--- config.mk ---
export PLATFORM = sky130hd
export DESIGN_NAME = cascaded_timer_unit_flat
export DESIGN_NICKNAME = d
export VERILOG_FILES = /design/src/sv/ctu_pkg.sv /design/src/sv/ctu_stream_if.sv /design/src/sv/cascaded_timer_unit.sv /design/src/sv/ctu_divider.sv /design/src/flat_wrapper.sv
export SDC_FILE = /design/constraint.sdc
export NUM_CORES = 1
export LEC_CHECK = 0
export BUFFER_PORTS_ARGS = -buffer_cell sky130_fd_sc_hd__buf_2
export CORE_MARGIN = 4
export CORE_UTILIZATION = 47
export DETAILED_ROUTE_END_ITERATION = 12
export GPL_TIMING_DRIVEN = 0
export SLEW_MARGIN = 20
export SYNTH_ARGS = -nofsm -noshare
export SYNTH_HDL_FRONTEND = slang
export SYNTH_SLANG_ARGS = --single-unit
--- constraint.sdc ---
create_clock -name clk -period 14 [get_ports clk]
set_input_delay 1.4 -clock clk [delete_from_list [all_inputs] [get_ports clk]]
set_output_delay 1.4 -clock clk [all_outputs]
set_load 0.1 [all_outputs]
--- src/sv/ctu_pkg.sv ---
// Package with shared types and constants of the cascaded timer unit.
package ctu_pkg;
  localparam logic [1:0] OP_READ  = 2'd0;
  localparam logic [1:0] OP_WRITE = 2'd1;
  localparam logic [1:0] OP_RUN   = 2'd2;
  localparam logic [1:0] OFF_LOW  = 2'd0;
  localparam logic [1:0] OFF_HIGH = 2'd1;
  localparam logic [1:0] OFF_CTRL = 2'd2;

  typedef struct packed {
    logic [1:0]  opcode;
    logic [1:0]  channel;
    logic [1:0]  register_offset;
    logic [7:0]  write_data;
    logic [15:0] elapsed_cycles;
  } in_item_t;

  typedef struct packed {
    logic [7:0]  read_data;
    logic [3:0]  irq_raised;
    logic [15:0] overflows_timer0;
    logic [15:0] overflows_timer1;
    logic [26:0] cycles_until_irq;
    logic        irq_estimate_valid;
  } out_item_t;

  typedef struct packed {
    logic        start;
    logic [16:0] dividend;
    logic [16:0] divisor;
  } div_req_t;

  typedef struct packed {
    logic        done;
    logic [16:0] quotient;
    logic [16:0] remainder;
  } div_rsp_t;

  function automatic logic [3:0] tick_shift(input logic [1:0] s);
    case (s)
      2'd0: tick_shift = 4'd0;
      2'd1: tick_shift = 4'd6;
      2'd2: tick_shift = 4'd8;
      default: tick_shift = 4'd10;
    endcase
  endfunction

  function automatic logic [9:0] tick_mask(input logic [1:0] s);
    case (s)
      2'd0: tick_mask = 10'h000;
      2'd1: tick_mask = 10'h03F;
      2'd2: tick_mask = 10'h0FF;
      default: tick_mask = 10'h3FF;
    endcase
  endfunction
endpackage

--- src/sv/ctu_stream_if.sv ---
// Valid/ready channel interface that carries one payload beat.
interface ctu_stream_if #(parameter type payload_t = logic) (input logic clk);
  logic     valid;
  logic     ready;
  payload_t payload;
  modport source (output valid, output payload, input ready);
  modport sink (input valid, input payload, output ready);
endinterface

--- src/sv/cascaded_timer_unit.sv ---
// Top level of the cascaded timer unit: register file, sequencer, result register.
// Sequence: a read, a byte write or an unused opcode goes through the estimate walk; a
// control write first updates the chain flags; a run first advances each channel, and an
// overflowing channel step waits on the shared divider.
// Throughput: one item at a time; the input is not ready until the result beat is taken.
// Reset (synchronous, rst high) clears all timer state and the result valid flag.
module cascaded_timer_unit #(
  parameter int TIMER_COUNT = 4
) (
  input logic clk,
  input logic rst,
  ctu_stream_if.sink   in_ch,
  ctu_stream_if.source out_ch
);
  localparam int CW = $clog2(TIMER_COUNT + 1);

  // Sequencer states.
  localparam logic [3:0] S_IDLE   = 4'd0;
  localparam logic [3:0] S_RUNCH  = 4'd1;
  localparam logic [3:0] S_ADV    = 4'd2;
  localparam logic [3:0] S_DIVW   = 4'd3;
  localparam logic [3:0] S_POST   = 4'd4;
  localparam logic [3:0] S_EST    = 4'd5;
  localparam logic [3:0] S_OUT    = 4'd6;
  localparam logic [3:0] S_CHAIN  = 4'd7;

  logic [15:0] count_value [TIMER_COUNT];
  logic [15:0] reload_value [TIMER_COUNT];
  logic signed [10:0] prescale_residue [TIMER_COUNT];
  logic [1:0]  prescale_select [TIMER_COUNT];
  logic [TIMER_COUNT-1:0] cascade_on, irq_on, timer_on, feeds_irq_chain;

  logic [3:0] state;
  ctu_pkg::in_item_t item;
  ctu_pkg::out_item_t res;
  logic out_valid;

  // run walk: rn is the outer channel, an is the channel being advanced.
  logic [CW-1:0] rn, an;
  logic [16:0]   ticks;
  logic [16:0]   ovf;
  logic          linked;

  ctu_pkg::div_req_t dreq;
  ctu_pkg::div_rsp_t drsp;

  ctu_divider u_div (.clk(clk), .rst(rst), .req(dreq), .rsp(drsp));

  assign in_ch.ready = (state == S_IDLE) && !out_valid;
  assign out_ch.valid = out_valid;
  assign out_ch.payload = res;

  function automatic logic ch_ok_in(input logic [1:0] c);
    ch_ok_in = {1'b0, c} < 3'(TIMER_COUNT);
  endfunction

  // Current channel views.
  logic [1:0] an_i, rn_i;
  assign an_i = an[1:0];
  assign rn_i = rn[1:0];

  logic [16:0] limit, limit_r;
  assign limit   = 17'h10000 - {1'b0, count_value[an_i]};
  assign limit_r = 17'h10000 - {1'b0, reload_value[an_i]};

  logic signed [17:0] avail;
  assign avail = 18'(prescale_residue[rn_i]) + $signed({2'b0, item.elapsed_cycles});

  // Estimate for the channel rn.
  logic [16:0] limit_est;
  assign limit_est = 17'h10000 - {1'b0, count_value[rn_i]};
  logic [26:0] need;
  logic [1:0]  ps;
  assign ps = prescale_select[rn_i];
  assign need = ({10'b0, limit_est} << ctu_pkg::tick_shift(ps)) -
                27'($signed(prescale_residue[rn_i]));

  // Byte returned by a read beat; zero for anything else.
  logic [7:0] read_byte;
  always_comb begin
    read_byte = '0;
    if (in_ch.payload.opcode == ctu_pkg::OP_READ && ch_ok_in(in_ch.payload.channel)) begin
      case (in_ch.payload.register_offset)
        ctu_pkg::OFF_LOW: read_byte = count_value[in_ch.payload.channel][7:0];
        ctu_pkg::OFF_HIGH: read_byte = count_value[in_ch.payload.channel][15:8];
        ctu_pkg::OFF_CTRL: read_byte = {timer_on[in_ch.payload.channel],
            irq_on[in_ch.payload.channel], 3'b0, cascade_on[in_ch.payload.channel],
            prescale_select[in_ch.payload.channel]};
        default: read_byte = '0;
      endcase
    end
  end

  // A control write triggers the chain flag update before the estimate.
  logic ctrl_write;
  assign ctrl_write = in_ch.payload.opcode == ctu_pkg::OP_WRITE &&
                      ch_ok_in(in_ch.payload.channel) &&
                      in_ch.payload.register_offset == ctu_pkg::OFF_CTRL;

  always_ff @(posedge clk) begin
    if (rst) begin
      dreq.start <= 1'b0;
      state <= S_IDLE;
      out_valid <= 1'b0;
      cascade_on <= '0;
      irq_on <= '0;
      timer_on <= '0;
      feeds_irq_chain <= '0;
      for (int i = 0; i < TIMER_COUNT; i++) begin
        count_value[i] <= '0;
        reload_value[i] <= '0;
        prescale_residue[i] <= '0;
        prescale_select[i] <= '0;
      end
    end else begin
      // The divider starts on the cycle after an overflow is seen.
      dreq.start <= (state == S_ADV) && (ticks >= limit);
      if (out_valid && out_ch.ready) out_valid <= 1'b0;
      unique case (state)
        S_IDLE: begin
          if (in_ch.valid && in_ch.ready) begin
            item <= in_ch.payload;
            res <= '{read_data: read_byte, irq_raised: '0, overflows_timer0: '0,
                     overflows_timer1: '0, cycles_until_irq: '0,
                     irq_estimate_valid: 1'b0};
            if (in_ch.payload.opcode == ctu_pkg::OP_WRITE &&
                ch_ok_in(in_ch.payload.channel)) begin
              case (in_ch.payload.register_offset)
                ctu_pkg::OFF_LOW:
                  reload_value[in_ch.payload.channel][7:0] <= in_ch.payload.write_data;
                ctu_pkg::OFF_HIGH:
                  reload_value[in_ch.payload.channel][15:8] <= in_ch.payload.write_data;
                ctu_pkg::OFF_CTRL: begin
                  prescale_select[in_ch.payload.channel] <= in_ch.payload.write_data[1:0];
                  irq_on[in_ch.payload.channel] <= in_ch.payload.write_data[6];
                  timer_on[in_ch.payload.channel] <= in_ch.payload.write_data[7];
                  if (in_ch.payload.channel != 2'd0)
                    cascade_on[in_ch.payload.channel] <= in_ch.payload.write_data[2];
                  if (!timer_on[in_ch.payload.channel] && in_ch.payload.write_data[7]) begin
                    prescale_residue[in_ch.payload.channel] <= -11'sd2;
                    count_value[in_ch.payload.channel] <=
                      reload_value[in_ch.payload.channel];
                  end
                end
                default: ;
              endcase
            end
            if (ctrl_write) begin
              rn <= CW'(TIMER_COUNT - 1);
              linked <= 1'b0;
              state <= S_CHAIN;
            end else if (in_ch.payload.opcode == ctu_pkg::OP_RUN) begin
              rn <= '0;
              state <= S_RUNCH;
            end else begin
              rn <= '0;
              state <= S_EST;
            end
          end
        end
        // Chain flags, one channel per cycle from the top down.
        S_CHAIN: begin
          feeds_irq_chain[rn_i] <= timer_on[rn_i] && linked && !cascade_on[rn_i];
          if (!timer_on[rn_i]) linked <= 1'b0;
          else if (linked) linked <= cascade_on[rn_i];
          else if (cascade_on[rn_i] && irq_on[rn_i]) linked <= 1'b1;
          if (rn == '0) state <= S_EST;
          else rn <= rn - CW'(1);
        end
        S_RUNCH: begin
          if (rn == CW'(TIMER_COUNT)) begin
            rn <= '0;
            state <= S_EST;
          end else if (timer_on[rn_i] && !cascade_on[rn_i]) begin
            if (avail < 0) begin
              prescale_residue[rn_i] <= avail[10:0];
              rn <= rn + CW'(1);
            end else begin
              prescale_residue[rn_i] <=
                $signed({1'b0, avail[9:0] & ctu_pkg::tick_mask(prescale_select[rn_i])});
              ticks <= 17'(avail[16:0] >> ctu_pkg::tick_shift(prescale_select[rn_i]));
              an <= rn;
              state <= S_ADV;
            end
          end else begin
            rn <= rn + CW'(1);
          end
        end
        S_ADV: begin
          if (ticks >= limit) begin
            count_value[an_i] <= reload_value[an_i];
            ticks <= ticks - limit;
            dreq.dividend <= ticks - limit;
            dreq.divisor <= limit_r;
            state <= S_DIVW;
          end else begin
            count_value[an_i] <= 16'(count_value[an_i] + ticks[15:0]);
            rn <= rn + CW'(1);
            state <= S_RUNCH;
          end
        end
        S_DIVW: begin
          if (drsp.done) begin
            ovf <= 17'(drsp.quotient + 17'd1);
            count_value[an_i] <= 16'(count_value[an_i] + drsp.remainder[15:0]);
            state <= S_POST;
          end
        end
        S_POST: begin
          if (irq_on[an_i]) res.irq_raised[an_i] <= 1'b1;
          if (an == CW'(0)) res.overflows_timer0 <= res.overflows_timer0 + ovf[15:0];
          if (an == CW'(1)) res.overflows_timer1 <= res.overflows_timer1 + ovf[15:0];
          if (an + CW'(1) < CW'(TIMER_COUNT) && cascade_on[an_i + 2'd1]) begin
            an <= an + CW'(1);
            ticks <= ovf;
            state <= S_ADV;
          end else begin
            rn <= rn + CW'(1);
            state <= S_RUNCH;
          end
        end
        // Estimate: minimum over channels, one per cycle.
        S_EST: begin
          if (rn == CW'(TIMER_COUNT)) state <= S_OUT;
          else begin
            if ((irq_on[rn_i] || feeds_irq_chain[rn_i]) && timer_on[rn_i] &&
                !cascade_on[rn_i]) begin
              if (!res.irq_estimate_valid || need < res.cycles_until_irq) begin
                res.cycles_until_irq <= need;
                res.irq_estimate_valid <= 1'b1;
              end
            end
            rn <= rn + CW'(1);
          end
        end
        S_OUT: begin
          out_valid <= 1'b1;
          state <= S_IDLE;
        end
        default: state <= S_IDLE;
      endcase
    end
  end
endmodule

--- src/sv/ctu_divider.sv ---
// Shared restoring divider, one quotient bit per cycle, 17-bit operands.
module ctu_divider (
  input  logic               clk,
  input  logic               rst,
  input  ctu_pkg::div_req_t  req,
  output ctu_pkg::div_rsp_t  rsp
);
  logic [16:0] quo;
  logic [16:0] rem;
  logic [16:0] dsr;
  logic [4:0]  bitcnt;
  logic        busy;
  logic        done;
  logic [17:0] trial;

  assign trial = {rem, quo[16]} - {1'b0, dsr};

  always_ff @(posedge clk) begin
    if (rst) begin
      busy <= 1'b0;
      done <= 1'b0;
    end else begin
      done <= busy && !req.start && (bitcnt == 5'd16);
      if (req.start) begin
        busy   <= 1'b1;
        quo    <= req.dividend;
        rem    <= '0;
        dsr    <= req.divisor;
        bitcnt <= 5'd0;
      end else if (busy) begin
        if (!trial[17]) begin
          rem <= trial[16:0];
          quo <= {quo[15:0], 1'b1};
        end else begin
          rem <= {rem[15:0], quo[16]};
          quo <= {quo[15:0], 1'b0};
        end
        bitcnt <= bitcnt + 5'd1;
        if (bitcnt == 5'd16) begin
          busy <= 1'b0;
        end
      end
    end
  end

  assign rsp = {done, quo, rem};
endmodule

--- src/flat_wrapper.sv ---
// flat-port wrapper written by rule: the top's interface ports become plain ports
module cascaded_timer_unit_flat 
#(
  parameter int TIMER_COUNT = 4
)
  (clk, rst, in_ch_valid, in_ch_payload, in_ch_ready, out_ch_valid, out_ch_payload, out_ch_ready);
  ctu_stream_if #(.payload_t(ctu_pkg::in_item_t)) in_ch_i (.clk(clk));
  ctu_stream_if #(.payload_t(ctu_pkg::out_item_t)) out_ch_i (.clk(clk));
  input logic clk;
  input logic rst;
  input wire logic [$bits(in_ch_i.valid)-1:0] in_ch_valid;
  input wire logic [$bits(in_ch_i.payload)-1:0] in_ch_payload;
  output wire logic [$bits(in_ch_i.ready)-1:0] in_ch_ready;
  output wire logic [$bits(out_ch_i.valid)-1:0] out_ch_valid;
  output wire logic [$bits(out_ch_i.payload)-1:0] out_ch_payload;
  input wire logic [$bits(out_ch_i.ready)-1:0] out_ch_ready;
  assign in_ch_i.valid = in_ch_valid;
  assign in_ch_i.payload = in_ch_payload;
  assign in_ch_ready = in_ch_i.ready;
  assign out_ch_valid = out_ch_i.valid;
  assign out_ch_payload = out_ch_i.payload;
  assign out_ch_i.ready = out_ch_ready;
  cascaded_timer_unit #(.TIMER_COUNT(TIMER_COUNT)) u_core (.clk(clk), .rst(rst), .in_ch(in_ch_i), .out_ch(out_ch_i));
endmodule
==> Word-level counts from Yosys, hierarchy flattened <==
Memories as Yosys holds them, arrays and structs flattened. A register that Yosys moved wholly into a read port is not among the register bits.
Index checks and enable logic that the tools add are counted.
{ "classes": {"n_addsub": 17, "n_shift": 2, "n_eq_ne": 38, "n_reduce_logical": 62, "n_lt_le_gt_ge": 11, "muxes": 177, "bitwise": 6} }
{ "op_table": {"columns": ["op", "n"], "rows": [
  ["two-way mux 17 bit", 9],
  ["two-way mux 16 bit", 7],
  ["two-way mux 28 bit", 3],
  ["two-way mux 1 bit", 79],
  ["case mux 36 bit (2 select lines)", 1],
  ["adder 16 bit", 4],
  ["two-way mux 64 bit", 1],
  ["two-way mux 4 bit", 14],
  ["case mux 28 bit (2 select lines)", 1],
  ["case mux 17 bit (3 select lines)", 1],
  ["subtractor 17 x 16 -> 17 bit (first input constant)", 3],
  ["two-way mux 10 bit", 5],
  ["OR reduction 16 bit", 3],
  ["two-way mux 3 bit", 13],
  ["two-way mux 11 bit", 3],
  ["two-way mux 2 bit", 16],
  ["case mux 10 bit (3 select lines)", 1],
  ["case mux 4 bit (7 select lines)", 1],
  ["< comparator 27 bit", 1],
  ["left shift 17 x 4 -> 27 bit", 1],
  ["subtractor 27 bit", 1],
  ["case mux 8 bit (3 select lines)", 1],
  ["OR reduction 11 bit", 2],
  ["inequality test 2 x 1 -> 1 bit (second input constant)", 10],
  ["other kinds (55)", 132]
]} }
{ "word_totals": {"ff_bits": 243, "word_cells": 344, "ramBits": 180, "n_memories": 4, "out_inout_bits": 74, "in_bits": 34} }
{ "memory_table": {"columns": ["memory", "words", "width", "read_ports", "rd_ports_with_merged_regs", "write_ports", "line_no", "source"], "rows": [
  ["u_core.count_value", 4, 16, 3, 2, 4, "cascaded_timer_unit.sv:27", "logic [15:0] count_value [TIMER_COUNT];"],
  ["u_core.reload_value", 4, 16, 2, 1, 4, "cascaded_timer_unit.sv:28", "logic [15:0] reload_value [TIMER_COUNT];"],
  ["u_core.prescale_residue", 4, 11, 1, 1, 4, "cascaded_timer_unit.sv:29", "logic signed [10:0] prescale_residue [TIMER_COUNT];"],
  ["u_core.prescale_select", 4, 2, 2, 1, 4, "cascaded_timer_unit.sv:30", "logic [1:0] prescale_select [TIMER_COUNT];"]
]} }

==> Logic depth before layout (Yosys ltp) <==
{ "depth": {"word_depth": 14, "mapped_depth": 29, "depth_no_buf": 28} }

==> Modules after synthesis <==
Synthesis repeated with hierarchy kept, for this count alone.
{ "hier_totals": {"hier_cells": 2548, "hier_area_um2": 27884.2} }
{ "by_module_without_submodules": {"columns": ["mod", "seq_area_each_um2", "cells_per_inst", "area_per_inst_um2", "n_inst"], "rows": [
  ["cascaded_timer_unit", 10800.4, 2267, 24592.3, 1],
  ["ctu_divider", 1721.7, 281, 3291.9, 1]
]} }

==> Worst setup path before layout <==
No wires, ideal clock.
{ "synth_timing": {"path_type": "register to register", "start": "reg with a tool-made name", "end": "reg u_core.res, in the netlist u_core.out_ch.payload[0], enable pin", "setup_time_ns": 0.452, "slack_ns": 6.066, "path_stages_with_launch": 27, "arrival_ns": 7.482, "path_cell_list": "dfxtp_1 > buf_1 > mux4_2 > or3_1 > or3_1 > nor3_1 > xnor2_1 > nand2_1 > a21oi_1 > ha_1 > a211oi_1 > nor2_1 > or4_1 > o211ai_1 > o21ai_0 > a31oi_1 > xnor2_1 > ha_1 > a21o_1 > a21oi_1 > nor2b_1 > o21ai_0 > nand2b_1 > a21oi_1 > o21ai_0 > or4_1 > o21ai_0"} }
{ "synth_lines": {"columns": ["item", "line_no", "source"], "rows": [
  ["to (signal assigned)", "cascaded_timer_unit.sv:123", "res <= '{read_data: read_byte, irq_raised: '0, overflows_timer0: '0,"],
  ["to (decl)", "cascaded_timer_unit.sv:35", "ctu_pkg::out_item_t res;"]
]} }

==> metrics.txt <==
run status completed; DP HPWL ~64 mm; hold_buf cts 0; Detailed Route Iter0 Violations 2,030; peak supply drop about 160 µV; Worst path slowest cell o21ai_1; most frequent cells in the layout edfxtp_1, nor2_1, ha_1; Most Crowded Layer GR met2; Final #Nets between 2,000 and 3,000; HP Start u_core.dreq[6]; crit-path max FO 25; Pwr Total 6.33 mW; initial antenna violation count 2; grt met2 use between 40% and 50%; Root Driver clkbuf_16; grt ovf 0; Total GRT Usage 25.6%; crit path launch type flip-flop; first-pass GRT wire length between 100 and 150 mm; post-CTS setup buffer count 0; CTS tree built; die area 0.0629 mm²; Clock Latency Late Sink approximately 0.63 ns; Max Cap Viol 0; # port buffers ~110; worst clock skew roughly 0.042 ns; via count roughly 21,000; post-synth design cell area between 0.02 and 0.03 mm²; Slew Limit Fails 0; Crit Path Class flip-flop to flip-flop; Yosys warning count 0; core area about 0.058 mm²; setup TNS 0 ns; Worst Hold Class flip-flop to flip-flop; Hold Path Depth 0; Syn Nets 2,757; Detailed Routing Iterations Pass 1 6; Syn-to-layout area delta 11.8%; GRT met3 Usage under 10%; Post-synth ARST share 0%; CP Capture Type flip-flop; TritonCTS Buffers between 40 and 50; Leak roughly 12 nW; post-detailed-route wirelength per cell around 24 µm; min Tclk post-route ~7.9 ns; Clock Sink Count about 430; critical path endpoint u_core.out_ch.payload[21]; layout cell share with drive strength beyond 1 between 10% and 20%; Worst Tran Pin Value between 1 and 1.5 ns; Final Hold Vio Count 0; RR Endpoint u_core.out_ch.payload[21]; post-synthesis sequential area ratio between 40% and 50%; most common cell after layout, fill and taps aside edfxtp_1; R2R Setup Slk a little over 6 ns; crit path DAT 8.15 ns; WP data required approximately 14 ns; vias in the first global route slightly above 20,000; endpoints failing setup 0; fmax approximately 130 MHz; RSZ-0062 raised after global routing false; overall die width ~250 µm; Netlist cell types 80; Seq cells post-synth around 430; Die Y-Extent roughly 250 µm; Resized cells post-CTS 0; Final Cycle Share 56.1%; H-tree depth 2; detailed-route DRC error count 0; Power Dens Cells a little over 200 mW/mm²; Reg clk slew, reported paths 0.06 ns; starting density of the core a little under half; Syn Inst Count around 2,500; drt via density 6.04; worst setup margin 6.15 ns; dpl ws 6.37 ns; worst reg2reg path depth 25; I/O pin cnt between 100 and 150; row count a little under 90; Max Root-Sink Buffers 3; EDFF count, synth roughly 400; routability congestion estimate 0.929; Mapped Avg Cell Area approximately 11 µm²; met1 usage approximately 36%; slowest cell delay on critical path 0.65 ns; post-route antenna net violation count 0; Routed WL 82.9 mm; largest net degree at the start of global routing 27; Relative slew margins 18.7%; Top FF cell, synth edfxtp_1
==> layout make-up <==
cell class                      count  area, µm²
Antenna cell                        2       5.00
Buffer                             92        404
Clock buffer                       62       1280
Clock inverter                     28        268
Fill cell                        5015      27000
Inverter                          160        601
Multi-Input combinational cell   1859      14300
Sequential cell                   426      12500
Tap cell                          765        957
Timing Repair Buffer              113        659
==> where the power goes <==
| group | switching [mW] | internal, mW |
|---|---|---|
| logic | 2.19 | 1.25 |
| clock network | 0.548 | 0.711 |
| registers | 0.0675 | 1.56 |
| total | 2.81 | 3.52 |
==> registers in the layout, indices dropped and copies added (netlist names), 5 cells and up, named ones only <==
name	count
u_core.reload_value	64
u_core.out_ch.payload	72
u_core.prescale_residue	44
u_core.u_div.dsr	17
u_core.u_div.rem	17
u_core.ovf	17
u_core.ticks	17
u_core.dreq	35
u_core.count_value	64
u_core.item	16
u_core.u_div.quo	17
u_core.prescale_select	8
u_core.u_div.bitcnt	5
==> cells by family after synthesis <==
kind of cell,count (synthesis),synth area share (%)
AOI/OAI and AO/OA,533,12.4
xor gates and xnor gates,167,5.28
adders and majority gates,186,8.61
buffers and inverters,252,3.61
DFF,426,45.2
muxes,169,11.1
and+or+nand+nor,804,13.8
==> layer usage <==
layer,part of all wire [%],vias up
met5,0,-
met4,2.8,0
met3,7.8,133
met2,46,827
met1,43,10400
li1,-,9768
==> synth_stat cells, types with 28 or more instances <==
| master | instances | area share (%) |
|---|---|---|
| nand3_1 | 50 | 0.90 |
| xnor2_1 | 103 | 3.3 |
| nor2_1 | 284 | 3.8 |
| ha_1 | 178 | 8.0 |
| o21a_1 | 29 | 0.79 |
| nand2_1 | 171 | 2.3 |
| mux4_2 | 98 | 8.0 |
| a21oi_1 | 150 | 2.7 |
| a31oi_1 | 31 | 0.70 |
| a21o_1 | 52 | 1.4 |
| mux2i_1 | 36 | 1.3 |
| o21ai_0 | 108 | 1.9 |
| nor3_1 | 46 | 0.83 |
| clkbuf_1 | 65 | 0.88 |
| and2_1 | 96 | 2.2 |
| mux2_2 | 28 | 1.1 |
| inv_1 | 159 | 2.2 |
| edfxtp_1 | 399 | 43 |
| nor2b_1 | 31 | 0.70 |
| xor2_1 | 64 | 2.0 |
==> through the flow <==
step	hold slack (ns)	util (%)	instances	instance area [µm²]
3_3_place_gp	0.408	50.3	3408	29200
4_1_cts	0.419	53.4	3504	31000
3_5_place_dp	0.407	50.7	3414	29400
5_1_grt	0.432	53.4	3505	31000
2_1_floorplan	0.400	-	2537	27700
6_report	0.418	53.4	3507	31000
==> how the worst min path moves through the flow <==
| stage | endpoint | slack (ns) |
|---|---|---|
| final | u_core.u_div.dsr[6] | 0.42 |
| after global routing | u_core.u_div.dsr[13] | 0.43 |
| after CTS | u_core.u_div.dsr[6] | 0.42 |
| after detailed placement | u_core.u_div.dsr[6] | 0.41 |
| after global placement | u_core.u_div.dsr[2] | 0.41 |
| after floorplan | u_core.u_div.dsr[0] | 0.40 |
==> worst max-delay path, delay by kind of cell (launching register included) <==
family | cells | cell delay, ns
AO/OA/AOI/OAI | 12 | 3.07
buffers and inverters | 4 | 1.74
AND/OR/NAND/NOR | 5 | 1.05
adder cells (fa/ha/maj) | 2 | 0.59
multiplexers | 1 | 0.47
flip-flops | 1 | 0.41
XOR/XNOR | 1 | 0.18
(Power assumes the default switching activity.)
